## src/rtl/rvw_pkg.sv

```systemverilog
package rvw_pkg;

  localparam int unsigned PosW   = 24;  // Q16.8 origin
  localparam int unsigned DirW   = 16;  // Q1.14 direction
  localparam int unsigned DistW  = 16;  // Q8.8 distance
  localparam int unsigned CoordW = 16;  // reported voxel coordinate
  // Internal voxel counters: a walk never leaves the origin voxel by more than
  // about 513 voxels per axis, so two extra bits cover every reachable voxel.
  localparam int unsigned VoxW   = 18;
  localparam int unsigned NumW   = 27;  // signed face offset in Q.8
  localparam int unsigned QuoW   = 16;  // divider quotient
  localparam int unsigned RemW   = 17;  // divider remainder
  localparam int unsigned CandW  = 17;  // saturated crossing distance

  localparam logic [1:0] KIND_QUERY   = 2'd0;
  localparam logic [1:0] KIND_HIT     = 2'd1;
  localparam logic [1:0] KIND_NOTHING = 2'd2;

  localparam logic OP_START  = 1'b0;
  localparam logic OP_ANSWER = 1'b1;

  localparam logic [DistW-1:0] REACH_RESET = 16'd1280;

  // Request from the sequencer to the shared divider.
  typedef struct packed {
    logic            start;
    logic [RemW-1:0] num_hi;   // offset shifted right by two, below divisor
    logic [1:0]      num_lo;   // two low offset bits
    logic [DirW-1:0] divisor;  // magnitude of the direction component
  } div_req_t;

  typedef struct packed {
    logic            done;
    logic [QuoW-1:0] quot;
  } div_rsp_t;

endpackage

```

## src/rtl/rvw_if.sv

```systemverilog
interface rvw_req_if import rvw_pkg::*; ();
  logic                    valid;
  logic                    ready;
  logic                    operation;
  logic signed [PosW-1:0]  origin_x;
  logic signed [PosW-1:0]  origin_y;
  logic signed [PosW-1:0]  origin_z;
  logic signed [DirW-1:0]  dir_x;
  logic signed [DirW-1:0]  dir_y;
  logic signed [DirW-1:0]  dir_z;
  logic                    find_empty;
  logic                    voxel_solid;

  modport source (output valid, operation, origin_x, origin_y, origin_z,
                  dir_x, dir_y, dir_z, find_empty, voxel_solid, input ready);
  modport sink (input valid, operation, origin_x, origin_y, origin_z,
                dir_x, dir_y, dir_z, find_empty, voxel_solid, output ready);
endinterface

interface rvw_res_if import rvw_pkg::*; ();
  logic                     valid;
  logic                     ready;
  logic [1:0]               kind;
  logic signed [CoordW-1:0] voxel_x;
  logic signed [CoordW-1:0] voxel_y;
  logic signed [CoordW-1:0] voxel_z;

  modport source (output valid, kind, voxel_x, voxel_y, voxel_z, input ready);
  modport sink (input valid, kind, voxel_x, voxel_y, voxel_z, output ready);
endinterface

```

## src/rtl/rvw_div.sv

```systemverilog
// Restoring divider, one quotient bit per cycle. The caller guarantees that
// the quotient fits in QuoW bits (the high part is below the divisor).
module rvw_div import rvw_pkg::*; (
  input  logic     clk_i,
  input  logic     rst_ni,
  input  div_req_t req_i,
  output div_rsp_t rsp_o
);

  logic [RemW-1:0] rem_q, rem_d;
  logic [QuoW-1:0] quo_q, quo_d;
  logic [DirW-1:0] div_q;
  logic [1:0]      nb_q;
  logic [3:0]      cnt_q;
  logic            busy_q;
  logic            done_q;
  logic [RemW:0]   trial;
  logic            ge;

  // One trial subtraction per cycle.
  always_comb begin
    trial = {rem_q, nb_q[1]};
    ge    = trial >= {2'b00, div_q};
    if (ge) begin
      rem_d = RemW'(trial - {2'b00, div_q});
    end else begin
      rem_d = trial[RemW-1:0];
    end
    quo_d = {quo_q[QuoW-2:0], ge};
  end

  always_ff @(posedge clk_i or negedge rst_ni) begin
    if (!rst_ni) begin
      busy_q <= 1'b0;
      done_q <= 1'b0;
      cnt_q  <= '0;
    end else begin
      done_q <= 1'b0;
      if (req_i.start) begin
        busy_q <= 1'b1;
        cnt_q  <= '0;
      end else if (busy_q) begin
        cnt_q <= cnt_q + 4'd1;
        if (cnt_q == 4'd15) begin
          busy_q <= 1'b0;
          done_q <= 1'b1;
        end
      end
    end
  end

  // Datapath registers.
  always_ff @(posedge clk_i) begin
    if (req_i.start) begin
      rem_q <= req_i.num_hi;
      nb_q  <= req_i.num_lo;
      div_q <= req_i.divisor;
      quo_q <= '0;
    end else if (busy_q) begin
      rem_q <= rem_d;
      quo_q <= quo_d;
      nb_q  <= {nb_q[0], 1'b0};
    end
  end

  assign rsp_o.done = done_q;
  assign rsp_o.quot = quo_q;

endmodule

```

## src/rtl/voxel_ray_walker.sv

```systemverilog
// Voxel ray walker. A start item (operation 0) loads a ray and returns the
// first voxel it enters as a query (kind 0), or kind 2 when no face
// crossing lies within reach_limit. Each answer item (operation 1) either ends
// the walk with kind 1 (the solid voxel, or the last empty one when
// find_empty was set) or returns the next query, or kind 2 as above. An answer
// while no walk is active is dropped without a result. The block takes one
// item at a time: a step runs one shared restoring divider once for each axis
// with a nonzero direction whose crossing does not saturate, then decides and
// emits; answers that end the walk go straight to the emit state. Reported
// coordinates wrap modulo 2^16.
module voxel_ray_walker import rvw_pkg::*; (
  input  logic             clk_i,
  input  logic             rst_ni,
  input  logic             reach_limit_we_i,
  input  logic [DistW-1:0] reach_limit_i,
  rvw_req_if.sink          req_i,
  rvw_res_if.source        res_o
);

  localparam logic [2:0] S_IDLE   = 3'd0;
  localparam logic [2:0] S_SETUP  = 3'd1;
  localparam logic [2:0] S_DIV    = 3'd2;
  localparam logic [2:0] S_DECIDE = 3'd3;
  localparam logic [2:0] S_EMIT   = 3'd4;

  logic [2:0]              state_q;
  logic [1:0]              axis_q;
  logic [DistW-1:0]        reach_q;
  logic                    walking_q;
  logic                    empty_mode_q;
  logic signed [PosW-1:0]  org_q  [3];
  logic signed [DirW-1:0]  dir_q  [3];
  logic signed [VoxW-1:0]  vox_q  [3];
  logic signed [VoxW-1:0]  last_q [3];
  logic                    best_vld_q;
  logic [1:0]              best_axis_q;
  logic [CandW-1:0]        best_t_q;
  logic [1:0]              rkind_q;
  logic signed [VoxW-1:0]  rvox_q [3];
  logic                    ovalid_q;
  logic [1:0]              okind_q;
  logic signed [CoordW-1:0] ovox_q [3];

  logic                    accept;
  logic signed [DirW-1:0]  cur_d;
  logic signed [VoxW-1:0]  bound;
  logic signed [NumW-1:0]  offs;
  logic [NumW-1:0]         num;
  logic [DirW-1:0]         dmag;
  logic                    sat;
  logic [CandW-1:0]        cand;
  logic                    take;
  div_req_t                dreq;
  div_rsp_t                drsp;

  assign req_i.ready = (state_q == S_IDLE);
  assign accept      = req_i.valid && req_i.ready;

  // Face offset and divisor for the axis under work.
  always_comb begin
    cur_d = dir_q[axis_q];
    bound = (cur_d > 0) ? vox_q[axis_q] + VoxW'(1) : vox_q[axis_q];
    offs  = {bound[VoxW-1], bound, 8'd0} - NumW'(org_q[axis_q]);
    num   = offs[NumW-1] ? NumW'(-offs) : NumW'(offs);
    dmag  = cur_d[DirW-1] ? DirW'(-cur_d) : DirW'(cur_d);
    // Quotient of at least 65536 is beyond any reach, so it saturates.
    sat   = num >= NumW'({dmag, 2'b00});
    cand  = (state_q == S_DIV) ? {1'b0, drsp.quot} : {1'b1, 16'd0};
    take  = !best_vld_q || (cand < best_t_q);
    dreq.start   = (state_q == S_SETUP) && (cur_d != 0) && !sat;
    dreq.num_hi  = num[RemW+1:2];
    dreq.num_lo  = num[1:0];
    dreq.divisor = dmag;
  end

  rvw_div u_div (
    .clk_i  (clk_i),
    .rst_ni (rst_ni),
    .req_i  (dreq),
    .rsp_o  (drsp)
  );

  // Sequencer and walk state.
  always_ff @(posedge clk_i or negedge rst_ni) begin
    if (!rst_ni) begin
      state_q      <= S_IDLE;
      axis_q       <= '0;
      reach_q      <= REACH_RESET;
      walking_q    <= 1'b0;
      empty_mode_q <= 1'b0;
      best_vld_q   <= 1'b0;
      best_axis_q  <= '0;
      best_t_q     <= '0;
      rkind_q      <= KIND_QUERY;
      ovalid_q     <= 1'b0;
      okind_q      <= KIND_QUERY;
      for (int i = 0; i < 3; i++) begin
        org_q[i]  <= '0;
        dir_q[i]  <= '0;
        vox_q[i]  <= '0;
        last_q[i] <= '0;
        rvox_q[i] <= '0;
        ovox_q[i] <= '0;
      end
    end else begin
      if (reach_limit_we_i) begin
        reach_q <= reach_limit_i;
      end
      // The emit state sets the output register itself.
      if (ovalid_q && res_o.ready && state_q != S_EMIT) begin
        ovalid_q <= 1'b0;
      end
      case (state_q)
        S_IDLE: begin
          if (accept) begin
            axis_q     <= '0;
            best_vld_q <= 1'b0;
            if (req_i.operation == OP_START) begin
              org_q[0] <= req_i.origin_x;
              org_q[1] <= req_i.origin_y;
              org_q[2] <= req_i.origin_z;
              dir_q[0] <= req_i.dir_x;
              dir_q[1] <= req_i.dir_y;
              dir_q[2] <= req_i.dir_z;
              vox_q[0]  <= VoxW'($signed(req_i.origin_x[PosW-1:8]));
              vox_q[1]  <= VoxW'($signed(req_i.origin_y[PosW-1:8]));
              vox_q[2]  <= VoxW'($signed(req_i.origin_z[PosW-1:8]));
              last_q[0] <= VoxW'($signed(req_i.origin_x[PosW-1:8]));
              last_q[1] <= VoxW'($signed(req_i.origin_y[PosW-1:8]));
              last_q[2] <= VoxW'($signed(req_i.origin_z[PosW-1:8]));
              empty_mode_q <= req_i.find_empty;
              walking_q    <= 1'b1;
              state_q      <= S_SETUP;
            end else if (walking_q) begin
              if (req_i.voxel_solid) begin
                walking_q <= 1'b0;
                rkind_q   <= KIND_HIT;
                for (int i = 0; i < 3; i++) begin
                  rvox_q[i] <= empty_mode_q ? last_q[i] : vox_q[i];
                end
                state_q <= S_EMIT;
              end else begin
                for (int i = 0; i < 3; i++) begin
                  last_q[i] <= vox_q[i];
                end
                state_q <= S_SETUP;
              end
            end
          end
        end
        S_SETUP: begin
          if (dreq.start) begin
            state_q <= S_DIV;
          end else begin
            if (cur_d != 0 && take) begin
              best_vld_q  <= 1'b1;
              best_axis_q <= axis_q;
              best_t_q    <= cand;
            end
            if (axis_q == 2'd2) begin
              state_q <= S_DECIDE;
            end else begin
              axis_q <= axis_q + 2'd1;
            end
          end
        end
        S_DIV: begin
          if (drsp.done) begin
            if (take) begin
              best_vld_q  <= 1'b1;
              best_axis_q <= axis_q;
              best_t_q    <= cand;
            end
            if (axis_q == 2'd2) begin
              state_q <= S_DECIDE;
            end else begin
              axis_q  <= axis_q + 2'd1;
              state_q <= S_SETUP;
            end
          end
        end
        S_DECIDE: begin
          if (!best_vld_q || best_t_q > {1'b0, reach_q}) begin
            walking_q <= 1'b0;
            rkind_q   <= KIND_NOTHING;
            for (int i = 0; i < 3; i++) begin
              rvox_q[i] <= '0;
            end
          end else begin
            rkind_q <= KIND_QUERY;
            for (int i = 0; i < 3; i++) begin
              if (best_axis_q == 2'(i)) begin
                vox_q[i]  <= (dir_q[i] > 0) ? vox_q[i] + VoxW'(1) : vox_q[i] - VoxW'(1);
                rvox_q[i] <= (dir_q[i] > 0) ? vox_q[i] + VoxW'(1) : vox_q[i] - VoxW'(1);
              end else begin
                rvox_q[i] <= vox_q[i];
              end
            end
          end
          state_q <= S_EMIT;
        end
        S_EMIT: begin
          // Hold the result until the output register is free.
          if (!ovalid_q || res_o.ready) begin
            ovalid_q <= 1'b1;
            okind_q  <= rkind_q;
            for (int i = 0; i < 3; i++) begin
              ovox_q[i] <= rvox_q[i][CoordW-1:0];
            end
            state_q <= S_IDLE;
          end
        end
        default: begin
          state_q <= S_IDLE;
        end
      endcase
    end
  end

  assign res_o.valid   = ovalid_q;
  assign res_o.kind    = okind_q;
  assign res_o.voxel_x = ovox_q[0];
  assign res_o.voxel_y = ovox_q[1];
  assign res_o.voxel_z = ovox_q[2];

endmodule

```

## src/flat_wrapper.sv

```systemverilog
// flat-port wrapper written by rule: the top's interface ports become plain ports
module voxel_ray_walker_flat import rvw_pkg::*;
  (clk_i, rst_ni, reach_limit_we_i, reach_limit_i, req_i_valid, req_i_operation, req_i_origin_x, req_i_origin_y, req_i_origin_z, req_i_dir_x, req_i_dir_y, req_i_dir_z, req_i_find_empty, req_i_voxel_solid, req_i_ready, res_o_valid, res_o_kind, res_o_voxel_x, res_o_voxel_y, res_o_voxel_z, res_o_ready);
  rvw_req_if req_i_i ();
  rvw_res_if res_o_i ();
  input  logic clk_i;
  input  logic rst_ni;
  input  logic reach_limit_we_i;
  input  logic [DistW-1:0] reach_limit_i;
  input wire logic [$bits(req_i_i.valid)-1:0] req_i_valid;
  input wire logic [$bits(req_i_i.operation)-1:0] req_i_operation;
  input wire logic [$bits(req_i_i.origin_x)-1:0] req_i_origin_x;
  input wire logic [$bits(req_i_i.origin_y)-1:0] req_i_origin_y;
  input wire logic [$bits(req_i_i.origin_z)-1:0] req_i_origin_z;
  input wire logic [$bits(req_i_i.dir_x)-1:0] req_i_dir_x;
  input wire logic [$bits(req_i_i.dir_y)-1:0] req_i_dir_y;
  input wire logic [$bits(req_i_i.dir_z)-1:0] req_i_dir_z;
  input wire logic [$bits(req_i_i.find_empty)-1:0] req_i_find_empty;
  input wire logic [$bits(req_i_i.voxel_solid)-1:0] req_i_voxel_solid;
  output wire logic [$bits(req_i_i.ready)-1:0] req_i_ready;
  output wire logic [$bits(res_o_i.valid)-1:0] res_o_valid;
  output wire logic [$bits(res_o_i.kind)-1:0] res_o_kind;
  output wire logic [$bits(res_o_i.voxel_x)-1:0] res_o_voxel_x;
  output wire logic [$bits(res_o_i.voxel_y)-1:0] res_o_voxel_y;
  output wire logic [$bits(res_o_i.voxel_z)-1:0] res_o_voxel_z;
  input wire logic [$bits(res_o_i.ready)-1:0] res_o_ready;
  assign req_i_i.valid = req_i_valid;
  assign req_i_i.operation = req_i_operation;
  assign req_i_i.origin_x = req_i_origin_x;
  assign req_i_i.origin_y = req_i_origin_y;
  assign req_i_i.origin_z = req_i_origin_z;
  assign req_i_i.dir_x = req_i_dir_x;
  assign req_i_i.dir_y = req_i_dir_y;
  assign req_i_i.dir_z = req_i_dir_z;
  assign req_i_i.find_empty = req_i_find_empty;
  assign req_i_i.voxel_solid = req_i_voxel_solid;
  assign req_i_ready = req_i_i.ready;
  assign res_o_valid = res_o_i.valid;
  assign res_o_kind = res_o_i.kind;
  assign res_o_voxel_x = res_o_i.voxel_x;
  assign res_o_voxel_y = res_o_i.voxel_y;
  assign res_o_voxel_z = res_o_i.voxel_z;
  assign res_o_i.ready = res_o_ready;
  voxel_ray_walker u_core (.clk_i(clk_i), .rst_ni(rst_ni), .reach_limit_we_i(reach_limit_we_i), .reach_limit_i(reach_limit_i), .req_i(req_i_i), .res_o(res_o_i));
endmodule
```

## config.mk

```make
export PLATFORM = sky130hd
export DESIGN_NAME = voxel_ray_walker_flat
export DESIGN_NICKNAME = d
export VERILOG_FILES = /design/src/rtl/rvw_pkg.sv /design/src/rtl/rvw_if.sv /design/src/rtl/rvw_div.sv /design/src/rtl/voxel_ray_walker.sv /design/src/flat_wrapper.sv
export SDC_FILE = /design/constraint.sdc
export NUM_CORES = 1
export LEC_CHECK = 0
export BUFFER_PORTS_ARGS = -buffer_cell sky130_fd_sc_hd__buf_2
export CAP_MARGIN = 20
export CORE_MARGIN = 4
export CORE_UTILIZATION = 50
export CTS_BUF_LIST = sky130_fd_sc_hd__clkbuf_16
export CTS_CLUSTER_DIAMETER = 50
export CTS_CLUSTER_SIZE = 28
export DETAILED_ROUTE_END_ITERATION = 10
export GPL_TIMING_DRIVEN = 0
export PLACE_DENSITY_LB_ADDON = 0.1
export SETUP_SLACK_MARGIN = 0.3
export SLEW_MARGIN = 20
export SYNTH_ARGS = -nofsm -noshare
export SYNTH_HDL_FRONTEND = slang
export SYNTH_SLANG_ARGS = --single-unit
```

## constraint.sdc

```tcl
create_clock -name clk_i -period 13.7 [get_ports clk_i]
set_input_delay 0.685 -clock clk_i [delete_from_list [all_inputs] [get_ports clk_i]]
set_output_delay 0.685 -clock clk_i [all_outputs]
set_load 0.005 [all_outputs]
```

=== Word level (Yosys, flattened, before mapping) ===
Cells that the tools add are included.

* Eq/ne operators: 25
* Bitwise gates (word level): 2
* Mux-type cells: 94
* Add/subtract/negate cells: 13
* Magnitude comparators: 9
* Reduce and logical (&&, ||, !) cells: 29

{| class="wikitable"
|+ Operators by type and width
! cell !! number
|-
| 2-to-1 mux 52 bit || 8
|-
| 2-to-1 mux 18 bit || 11
|-
| 2-to-1 mux 54 bit || 3
|-
| 2-to-1 mux 17 bit || 8
|-
| case mux 54 bit (2 select lines) || 1
|-
| case mux 52 bit (2 select lines) || 1
|-
| adder 18 x 2 -> 18 bit (second input constant) || 4
|-
| greater-than comparator 16 x 1 -> 1 bit (second input constant) || 4
|-
| 2-to-1 mux 16 bit || 4
|-
| subtractor 18 x 2 -> 18 bit (second input constant) || 3
|-
| binary-select mux 24 bit (select 2 bit) || 1
|-
| 2-to-1 mux 24 bit || 2
|-
| binary-select mux 18 bit (select 2 bit) || 1
|-
| case mux 17 bit (2 select lines) || 1
|-
| binary-select mux 16 bit (select 2 bit) || 1
|-
| 2-to-1 mux 2 bit || 16
|-
| nonzero test 32 bit || 1
|-
| greater-or-equal comparator 27 x 18 -> 1 bit || 1
|-
| 2-to-1 mux 27 bit || 1
|-
| negator 27 bit || 1
|-
| subtractor 26 x 24 -> 27 bit || 1
|-
| 2-to-1 mux 3 bit || 8
|-
| inequality test 2 bit (second input constant) || 10
|-
| 2-to-1 mux 1 bit || 19
|-
| other kinds (37) || 61
|}

* Register bits: 427
* Input bits: 144
* Output and inout bits: 52
* Logic and storage cells: 208

=== Logic depth before layout (Yosys ltp) ===
Gate-level depths: netlist of the first run.

* Word-level depth: 14
* Gate-level depth with buffers: 47
* Mapped depth without buffers: 40

=== Cells and area by module ===
From an unflattened synthesis of the first run, not the netlist that was laid out.

* Cells, all modules: 2998
* Area, all modules: 26491.7 um^2

{| class="wikitable"
|+ Modules (own cells, without submodules)
! module !! seq. area each (um^2) !! times used !! cells an instance !! area each (um^2)
|-
| voxel_ray_walker || 9161.3 || 1 || 2694 || 23347.4
|-
| rvw_div || 1521.5 || 1 || 304 || 3144.3
|}

=== Worst setup path before layout of the first run ===
OpenSTA, ideal clock, no wires.

* Kind: reg-to-reg
* From: register u_core.axis_q[1]
* To: register u_core.best_axis_q[0]
* Setup slack: 4.178 ns
* Cell stages (with the launch flop): 46
* Period minus slack after synthesis: 9.522 ns
* Arrival time: 9.395 ns
* Data required time: 13.573 ns
* Library setup time: 0.127 ns
* Path buffers: 6
* Cell sequence: dfrtp_1 buf_6 buf_6 buf_2 buf_1 mux2i_1 o21ai_0 inv_1 ha_1 o211ai_1 nor2_1 nand4b_1 or3_1 and2_1 nand2_1 or3_1 nor2_1 nand3_1 (+10 left out) a21oi_1 a311oi_1 xor2_1 ha_1 a21o_1 a21o_1 a21oi_1 nor2b_1 o21ai_0 a21oi_1 o311a_1 a2111oi_0 nand4b_1 nor4_1 o211a_1 nand3b_1 buf_4 mux2_1

{| class="wikitable"
|+ RTL lines
! item !! RTL line !! source
|-
| start, declared || voxel_ray_walker.sv:27 || <nowiki>logic [1:0] axis_q;</nowiki>
|-
| start signal, assigned || voxel_ray_walker.sv:163 || <nowiki>axis_q <= axis_q + 2'd1;</nowiki>
|-
| start signal, assigned || voxel_ray_walker.sv:177 || <nowiki>axis_q <= axis_q + 2'd1;</nowiki>
|-
| end signal, assigned || voxel_ray_walker.sv:157 || <nowiki>best_axis_q <= axis_q;</nowiki>
|-
| end signal, assigned || voxel_ray_walker.sv:171 || <nowiki>best_axis_q <= axis_q;</nowiki>
|-
| end, declared || voxel_ray_walker.sv:36 || <nowiki>logic [1:0] best_axis_q;</nowiki>
|}

==> impl_metrics.tcl, run 1 <==
set metrics [dict create \
    critPathLaunch "u_core.axis_q[1]" \
    path_max_fanout 20 \
    drt-total-wl_mm 88.73 \
    final_cell_mix "nand2_1 (620), dfrtp_1 (370), a21oi_1 (249), nor2_1 (231), buf_2 (199)" \
    syn_inst 2979 \
    clock_latency_ns 0.63 \
    slowest_stage "buf_1" \
    hold_violations 0 \
    synthToLayoutAreaGrowth_pct 14.52 \
    cts_tree "built" \
    ys.flop_type "dfrtp_1" \
    post-route-period-util_pct 90.99 \
    fp.dieW_um 236.3 \
    ys_ff_latch 423 \
    synth_edf_count 35 \
    ir_drop_v 0.0001555 \
    dp_cells 3859 \
    nNetsFinal 3515 \
    start_kind "register" \
    cts_buffers 50 \
    rsz0062_at_grt "false" \
    dpl.hpwl_mm 68.38 \
    setup_viol 0 \
    cts_htree_levels 2 \
    final_common_cell "nand2_1" \
    whs_path_depth 3 \
    ant_nets 0 \
    fp.dieH_um 236.3 \
    final_cells 3956 \
    leakage_uw 0.01403 \
    yosys_warnings 0 \
    reg2reg_from "u_core.axis_q[1]" \
    min_path_type "primary input to register" \
    fill_cells 4613 \
    relSlewSlack_pct 19.28 \
    clk_path_buf_depth 3 \
    grt_pass1_vias 23248 \
    grt_pass1_wl_mm 136.0 \
    power.total_uw 9518 \
    root_buffer "clkbuf_16" \
    port-buffer-count 194 \
    grt_start_max_net_pins 97 \
    final_area_mm2 0.02984 \
    critPathCapture "u_core.best_axis_q[1]" \
    p_per_area_mw_per_mm2 319.0 \
    crit_required_ns 14.18 \
    rr_endpoint "u_core.best_axis_q[1]" \
    core-area_mm2 0.05141 \
    worst-setup-path-type "register to register" \
    synth_area_per_cell_um2 8.746 \
    dpl_cell_area_mm2 0.02802 \
    ys_async_sr_fraction_pct 87.94 \
    fp-row-count 83 \
    arrival_ns 12.94 \
    grt_antenna_before_repair 2 \
    drv_cap 0 \
    clk_pin_slew_ns 0.06 \
    synth_seq_area_share_pct 41.00 \
    r2r_slack_ns 1.23 \
    reg2reg_depth 45 \
    wl_per_cell_um 22.43 \
    synth_nets 3262 \
    setup_tns_ns 0 \
    cpMostUsedCell "a21oi_1" \
    layout_min_cycle_time_ns 12.47 \
    critPathMaxStageDelay_ns 0.71 \
    drc_errors 0 \
    synth_area_mm2 0.02605 \
    slew_viol_final 0 \
    boundaryPins 196 \
    drive_above_1_share_pct 12.44 \
    worstSetupEndpointType "register" \
    vias_per_cell 5.875 \
    final.setup_skew_ns 0.03564 \
    worst_pin_slew_ns 1.211 \
    clkSinkCount 423 \
    gp_congestion 0.9967 \
    dr.pass1.iters 6 \
    vias 23240 \
    dieArea_mm2 0.05582 \
    fmax_mhz 80.22 \
    start_util_pct 50.68 \
    post_cts_resized 0 \
    grt_overflow 0 \
    synthDistinctLibCells 84 \
    grtUsageTotal_pct 31.09 \
    status "completed" \
    drt_iter0_drc 2058 \
]
## layer usage
metal	vias to the layer above	share of wire (%)	track usage (%)
li1	10888	-	-
met1	11255	41	40.85
met2	870	47	51.54
met3	227	7.3	5.296
met4	0	4.8	12.30
met5	-	0	0
## flip-flops by register name (all words and copies together) (netlist names), 17 cells and up, named ones only
signal and flops:
u_core.org_q 72, u_core.last_q 48, u_core.vox_q 50, u_core.u_div.rem_q 17, u_core.dir_q 48, u_core.rvox_q 48
u_core.best_t_q 17
## layout make-up
class / instances / area, um^2 / area share, %
Buffer: 155 / 639.4 / 2.143
Antenna cell: 3 / 7.507 / 0.02516
Tap cell: 680 / 850.8 / 2.852
Clock buffer: 51 / 1276 / 4.277
Inverter: 115 / 431.7 / 1.447
Clock inverter: 42 / 526.8 / 1.765
Timing Repair Buffer: 201 / 1116 / 3.741
Sequential cell: 423 / 10680 / 35.80
Multi-Input combinational cell: 2286 / 14310 / 47.95
## logic make-up (layout without fill, tap and decap cells)
| kind of cell | Yosys count | count (layout) | share of synthesized area [%] |
|---|---|---|---|
| buffers and inverters | 270 | 564 | 4.106 |
| flip-flops | 423 | 423 | 41.00 |
| multiplexers | 249 | 249 | 9.965 |
| AO/OA/AOI/OAI | 687 | 687 | 16.13 |
| XOR/XNOR | 113 | 113 | 3.799 |
| adder cells (fa/ha/maj) | 139 | 139 | 6.791 |
| other | 0 | 3 | 0 |
| AND/OR/NAND/NOR | 1098 | 1098 | 18.21 |
## Yosys cell counts (5+ instances only)
cell type / count / area [um^2]
o41ai_1: 5 / 43.79
nor4_1: 18 / 112.6
o31ai_1: 10 / 75.07
o21a_1: 16 / 120.1
clkbuf_1: 126 / 473.0
nand2_1: 620 / 2327
buf_6: 5 / 56.30
dfrtp_1: 370 / 9259
a22oi_1: 6 / 45.04
a32o_1: 5 / 50.05
a211oi_1: 18 / 135.1
nor2b_1: 22 / 137.6
a22o_1: 16 / 140.1
nand3b_1: 8 / 60.06
a21o_1: 37 / 277.8
nor2_1: 231 / 867.1
or2_2: 10 / 62.56
a21oi_1: 249 / 1246
buf_1: 15 / 56.30
mux2i_1: 175 / 1752
a31oi_1: 15 / 93.84
a21boi_0: 10 / 75.07
xor2_1: 48 / 420.4
o211ai_1: 15 / 112.6
nand3_1: 27 / 135.1
nand4_1: 21 / 131.4
nor3_1: 46 / 230.2
or3_1: 12 / 75.07
o21ai_0: 191 / 955.9
o2bb2ai_1: 11 / 96.34
o22ai_1: 11 / 68.82
nand2b_1: 25 / 156.4
o22a_1: 13 / 113.9
a211o_1: 5 / 43.79
ha_1: 135 / 1689
a41oi_1: 5 / 43.79
edfxtp_1: 35 / 1051
buf_2: 6 / 30.03
and2_1: 26 / 162.7
inv_1: 115 / 431.7
xnor2_1: 65 / 569.3
dfxtp_1: 16 / 320.3
nor3b_1: 8 / 60.06
mux2_2: 71 / 799.5
and3_1: 9 / 56.30
## stage by stage
stage / setup WS [ns] / utilization (%) / hold WS, ns
2_1_floorplan: 4.178 / - / 0.3894
3_3_place_gp: 1.760 / 54.23 / 0.4576
3_5_place_dp: 1.462 / 54.50 / 0.4619
4_1_cts: 1.435 / 58.03 / 0.2434
5_1_grt: 0.6264 / 58.04 / 0.2612
6_report: 1.235 / 58.04 / 0.2552
## report_power, final
part / internal, uW / leakage [uW] / switching, uW / total, uW
clock: 828 / 0.000891 / 631 / 1460
sequential: 1790 / 0.00506 / 440 / 2230
combinational: 2240 / 0.00808 / 3590 / 5830
## critical path: cells and delay by family, from the launching register on
kind                       cells  cell delay, ns
DFF                            1            0.43
buffers and inverters          7            2.29
xor gates and xnor gates       2            0.51
muxes                          2            0.57
and+or+nand+nor               16            3.56
AOI/OAI and AO/OA             15            4.10
adders and majority gates      3            0.88
## worst min path at each step
stage	slack [ns]	from	end
global route	0.26	req_i_origin_x[5]	u_core.org_q[53]
detailed placement	0.46	u_core.org_q[58]	u_core.org_q[58]
floorplan	0.39	rst_ni	asynchronous set/reset pin
global placement	0.46	u_core.org_q[58]	u_core.org_q[58]
finish	0.26	req_i_dir_z[12]	u_core.dir_q[12]
CTS	0.24	req_i_dir_z[12]	u_core.dir_q[12]
## timing repair
item	4_1_cts	5_1_grt
hold buffers	1	0
buffers inserted	0	0
hold endpoints to repair	15	0
setup endpoints to repair	0	0
Note: power is estimated with default switching activity, not from simulation.
==> run 2: changes to the inputs <==
Settings changed: CTS_BUF_LIST sky130_fd_sc_hd__clkbuf_16 to unset.
Clock period 13.7 ns to 13.5 ns, I/O delays scaled along.
==> run 2 against run 1 <==
Net effect:
- design area grew 0.10%
- cell count unchanged
- die area did not move
- wire length is essentially flat
- critical path type unchanged
- sequential share of layout area barely moved
- setup slack got worse by 0.13 ns
- register-to-register slack got worse by 0.13 ns
==> impl_metrics.tcl, run 2 (synthesized netlist as in run 1, its figures left out) <==
set metrics [dict create \
    clk_pin_slew_ns 0.06 \
    hold_path_end "u_core.dir_q[12]" \
    fmax_mhz 80.67 \
    port-buffer-count 194 \
    post_cts_resized 0 \
    fp.dieW_um 236.3 \
    fp.dieH_um 236.3 \
    start_kind "register" \
    rsz0062_at_grt "false" \
    clk_path_buf_depth 3 \
    min_path_type "primary input to register" \
    post-route-period-util_pct 91.82 \
    seq_area_mm2 0.01068 \
    clkSinkCount 423 \
    fin_ws_ns 1.104 \
    ant_nets 0 \
    leakage_uw 0.01404 \
    core-area_mm2 0.05141 \
    reg2reg_depth 45 \
    intPower_uw 4946 \
    power_switching_uw 4729 \
    multi_input_area_mm2 0.01431 \
    crit_required_ns 13.98 \
    drt_iter0_drc 2032 \
    nNetsFinal 3515 \
    arrival_ns 12.88 \
    p_per_area_mw_per_mm2 324.0 \
    rr_endpoint "u_core.best_axis_q[1]" \
    vias_per_cell 5.869 \
    r2r_slack_ns 1.10 \
    pwr-share-comb_pct 61.1 \
    slew_viol_final 0 \
    dpl.hpwl_mm 68.38 \
    drc_errors 0 \
    gp_congestion 0.9967 \
    drt-total-wl_mm 88.76 \
    grtUsageTotal_pct 31.09 \
    vias 23217 \
    reg2reg_from "u_core.axis_q[1]" \
    final_common_cell "nand2_1" \
    grt_antenna_before_repair 2 \
    clkPwrFrac_pct 15.5 \
    grt_overflow 0 \
    boundaryPins 196 \
    drive_above_1_share_pct 12.47 \
    setup_tns_ns 0 \
    final.setup_skew_ns 0.03047 \
    min_from "req_i_dir_z[12]" \
    post-place-ws_ns 1.262 \
    worstSetupEndpointType "register" \
    grt_start_max_net_pins 97 \
    grt_pass1_vias 23245 \
    power_frac_seq_pct 23.4 \
    drv_cap 0 \
    top_register "u_core.org_q" \
    dr.pass1.iters 6 \
    setup_viol 0 \
    worst_pin_slew_ns 1.165 \
    largest_register_ffs 72 \
    critPathMaxStageDelay_ns 0.71 \
    grt_pass1_wl_mm 136.0 \
    cts_buffers 50 \
    cts_htree_levels 2 \
    root_buffer "clkbuf_16" \
    clock_latency_ns 0.62 \
    dieArea_mm2 0.05582 \
    layout_min_cycle_time_ns 12.40 \
    final_cell_mix "nand2_1 (620), dfrtp_1 (370), a21oi_1 (249), nor2_1 (231), buf_2 (199)" \
    status "completed" \
    fill_cells 4606 \
    synthToLayoutAreaGrowth_pct 14.63 \
    fp-row-count 83 \
    hold_violations 0 \
    ir_drop_v 0.0001582 \
    switching_share_pct 48.88 \
    worst-setup-path-type "register to register" \
    relSlewSlack_pct 22.35 \
    whs_path_depth 3 \
    start_util_pct 50.68 \
    wl_per_cell_um 22.44 \
    path_max_fanout 20 \
    slowest_stage "buf_1" \
    cpMostUsedCell "a21oi_1" \
    cts_tree "built" \
    top_regs "u_core.org_q: 72 flops, u_core.vox_q: 50 flops" \
]
## run 2: cell types whose count changed in the layout (fill, tap and decap cells not counted)
cell and change:
clkbuf_8 +3, clkbuf_1 +1, inv_2 -2, inv_1 -1, clkinv_1 -1
## run 2: routing by layer
layer / track usage [%] / up-vias / part of all wire [%]
met1: 40.88 / 11265 / 41
met2: 51.51 / 855 / 47
met4: 12.30 / 0 / 4.5
li1: - / 10892 / -
met5: 0 / - / 0
met3: 5.296 / 205 / 7.4
## run 2: per-stage QoR
| step | utilization (%) | total power, uW | std cells | hold WS [ns] | cell area, um^2 |
|---|---|---|---|---|---|
| 6_report | 58.10 | 9676 | 3956 | 0.2434 | 29870 |
| 5_1_grt | 58.09 | 10460 | 3955 | 0.2512 | 29860 |
| 4_1_cts | 58.08 | 9611 | 3953 | 0.2334 | 29860 |
| 3_5_place_dp | 54.50 | 8075 | 3859 | 0.4619 | 28020 |
| 3_3_place_gp | 54.23 | 7911 | 3853 | 0.4576 | 27880 |
| 2_1_floorplan | - | 6385 | 2979 | 0.3794 | 26050 |
## run 2: how the worst max path moves through the flow
stage | cells after the start | startpoint | to | slack (ns)
floorplan | 45 | u_core.axis_q[1] | u_core.best_axis_q[0] | 3.98
global placement | 45 | u_core.axis_q[1] | u_core.best_axis_q[1] | 1.56
detailed placement | 45 | u_core.axis_q[1] | u_core.best_axis_q[0] | 1.26
CTS | 45 | u_core.axis_q[1] | u_core.best_axis_q[1] | 1.23
global route | 45 | u_core.axis_q[1] | u_core.best_axis_q[0] | 0.42
finish | 45 | u_core.axis_q[1] | u_core.best_axis_q[1] | 1.10
## run 2: critical path, delay by kind of cell (launching register included)
kind | cells | cell delay, ns
AO/OA/AOI/OAI | 15 | 4.05
AND/OR/NAND/NOR | 16 | 3.54
buffers and inverters | 7 | 2.28
adder cells (fa/ha/maj) | 3 | 0.87
multiplexers | 2 | 0.56
XOR/XNOR | 2 | 0.50
flip-flops | 1 | 0.43
## run 2: timing repair
action                    4_1_cts  5_1_grt
setup buffers                   0        0
hold endpoints to repair       32        0
hold buffers                    1        0
## run 2: final cells by class
cell class | count | area share, %
Multi-Input combinational cell | 2286 | 47.90
Tap cell | 680 | 2.849
Clock buffer | 55 | 4.424
Sequential cell | 423 | 35.77
Timing Repair Buffer | 201 | 3.737
Clock inverter | 38 | 1.713
Antenna cell | 3 | 0.02514
Buffer | 155 | 2.141
Inverter | 115 | 1.445
## run 2: power groups by stage
stage          combinational, uW  sequential (uW)  clock, uW
3_3_place_gp                5660             2250          0
4_1_cts                     5850             2250       1520
6_report                    5910             2260       1500
2_1_floorplan               4280             2100          0
5_1_grt                     6570             2310       1570
3_5_place_dp                5810             2270          0
==> run 3: changes to the inputs <==
Settings changed: CORE_UTILIZATION 50 to 56.
Clock period 13.5 ns to 10.1 ns, I/O delays scaled along.
==> run 3 against run 2 <==
Net effect:
- die area is 10% lower
- setup slack worse by 0.48 ns
- design area is 0.77% higher
- cell count is 1.5% lower
- count of clock-buffer cells in the layout is 1 lower
- global-route usage is 4.1 points higher
- flip-flop and latch count stayed put
==> impl_metrics.tcl, run 3 (synthesized netlist as in run 1, its figures left out) <==
set metrics [dict create \
    status "completed" \
    whs_ns 0.09840 \
    cts_buffers 47 \
    fin_util_pct 65.89 \
    worst_pin_slew_ns 1.226 \
    cpMostUsedCell "buf_8" \
    rr_endpoint "u_core.u_div.rem_q[14]" \
    hold_path_end "u_core.dir_q[10]" \
    vias 23939 \
    grt_pass1_vias 23231 \
    worst-setup-path-type "register to register" \
    min_path_type "primary input to register" \
    arrival_ns 9.77 \
    use_met1_pct 46.60 \
    boundaryPins 196 \
    vias_per_cell 6.146 \
    dpl_cell_area_mm2 0.02791 \
    top_regs "u_core.org_q: 72 flops, u_core.vox_q: 50 flops" \
    cts_htree_levels 2 \
    grt_start_max_net_pins 94 \
    final_area_mm2 0.03010 \
    r2r_slack_ns 0.62 \
    slew_viol_final 0 \
    whs_path_depth 3 \
    rsz0062_at_grt "false" \
    root_buffer "clkbuf_16" \
    busiest_layer "met2" \
    drv_cap 0 \
    worstSetupEndpointType "register" \
    clock_latency_ns 0.62 \
    wl_per_cell_um 23.14 \
    path_max_fanout 10 \
    gp_congestion 1.017 \
    grt_pass1_wl_mm 137.2 \
    dr.pass1.iters 6 \
    grt_overflow 0 \
    start_kind "register" \
    core-area_mm2 0.04567 \
    critPathMaxStageDelay_ns 0.43 \
    reg2reg_depth 46 \
    final.setup_skew_ns 0.03530 \
    grt_antenna_before_repair 1 \
    clk_path_buf_depth 3 \
    post-route-period-util_pct 93.82 \
    drt-total-wl_mm 90.13 \
    top_register "u_core.org_q" \
    fp.dieW_um 223.7 \
    relSlewSlack_pct 18.29 \
    crit_required_ns 10.40 \
    setup_viol 0 \
    drc_errors 0 \
    synthToLayoutAreaGrowth_pct 15.51 \
    hold_violations 0 \
    dieArea_mm2 0.05004 \
    clk_pin_slew_ns 0.07 \
    port-buffer-count 194 \
    min_from "req_i_dir_z[10]" \
    dpl.hpwl_mm 67.98 \
    use_met2_pct 56.36 \
    slowest_stage "or4_1" \
    fp.dieH_um 223.7 \
    nNetsFinal 3537 \
    start_util_pct 57.04 \
    cts_tree "built" \
    drive_above_1_share_pct 13.79 \
    fmax_mhz 105.5 \
    final_cell_mix "nand2_1 (620), dfrtp_1 (370), a21oi_1 (247), nor2_1 (229), buf_2 (197)" \
    grt_use_met3_pct 6.775 \
    drt_iter0_drc 2351 \
    reg2reg_from "u_core.axis_q[1]" \
    clkSinkCount 423 \
    ant_nets 0 \
    grtUsageTotal_pct 35.19 \
    fp-row-count 78 \
    final_common_cell "nand2_1" \
    largest_register_ffs 72 \
    layout_min_cycle_time_ns 9.476 \
]
[run 3: changes by cell type in the layout (fill, tap and decap cells not counted), moves of 3 or more]
cell	delta
clkinvlp_4	+4
inv_6	-4
clkbuf_1	-6
buf_4	+21
buf_8	+4
inv_8	-4
buf_12	+5
clkinv_8	+3
[run 3: cell type report]
class | instances | area, um^2
Sequential cell | 423 | 10680
Buffer | 155 | 745.7
Multi-Input combinational cell | 2287 | 14450
Inverter | 115 | 431.7
Tap cell | 600 | 750.7
Timing Repair Buffer | 225 | 1321
Antenna cell | 2 | 5.005
Fill cell | 3827 | 15580
Clock inverter | 34 | 429.2
Clock buffer | 54 | 1275
[run 3: routing by layer]
metal  part of all wire [%]  wire length (um)
met5                      0                 0
met1                     41             36710
met3                    8.1              7273
met2                     46             41130
met4                    5.6              5013
[run 3: worst max-delay path: cells and delay by family, from the launching register on]
family / cells / cell delay (ns)
AOI/OAI and AO/OA: 15 / 2.79
xor gates and xnor gates: 2 / 0.67
adders and majority gates: 3 / 0.87
buffers and inverters: 9 / 1.28
DFF: 1 / 0.41
muxes: 1 / 0.18
and+or+nand+nor: 16 / 2.92
[run 3: metrics by stage]
step | cells | setup WS (ns) | TNS [ns]
2_1_floorplan | 2979 | 0.5777 | 0
3_3_place_gp | 3773 | -1.973 | -152.91
3_5_place_dp | 3779 | -2.230 | -177.45
4_1_cts | 3883 | 0.3082 | 0
5_1_grt | 3894 | 0.3227 | 0
6_report | 3895 | 0.6243 | 0
[run 3: how the worst max path moves through the flow]
stage                           from                     end  slack, ns  depth (start not counted)
finish              u_core.axis_q[1]  u_core.u_div.rem_q[14]       0.62                         46
global route        u_core.axis_q[0]  u_core.u_div.rem_q[14]       0.32                         47
CTS                 u_core.axis_q[1]  u_core.u_div.rem_q[14]       0.31                         45
detailed placement  u_core.axis_q[1]   u_core.best_axis_q[0]      -2.23                         45
global placement    u_core.axis_q[1]   u_core.best_axis_q[1]      -1.97                         45
floorplan           u_core.axis_q[1]   u_core.best_axis_q[0]       0.58                         45
[run 3: timing repair]
| action | in CTS | in global routing |
|---|---|---|
| cloned | 1 | 0 |
| setup buffers | 14 | 10 |
| hold endpoints to repair | 43 | 0 |
| hold buffers | 1 | 0 |
| setup endpoints to repair | 100 | 100 |
| pin swaps | 12 | 16 |
| gates resized for setup | 56 | 15 |
Power of run 3 is not shown: default switching activity piles up to over one toggle a cycle in this logic, so the estimate is an artifact.
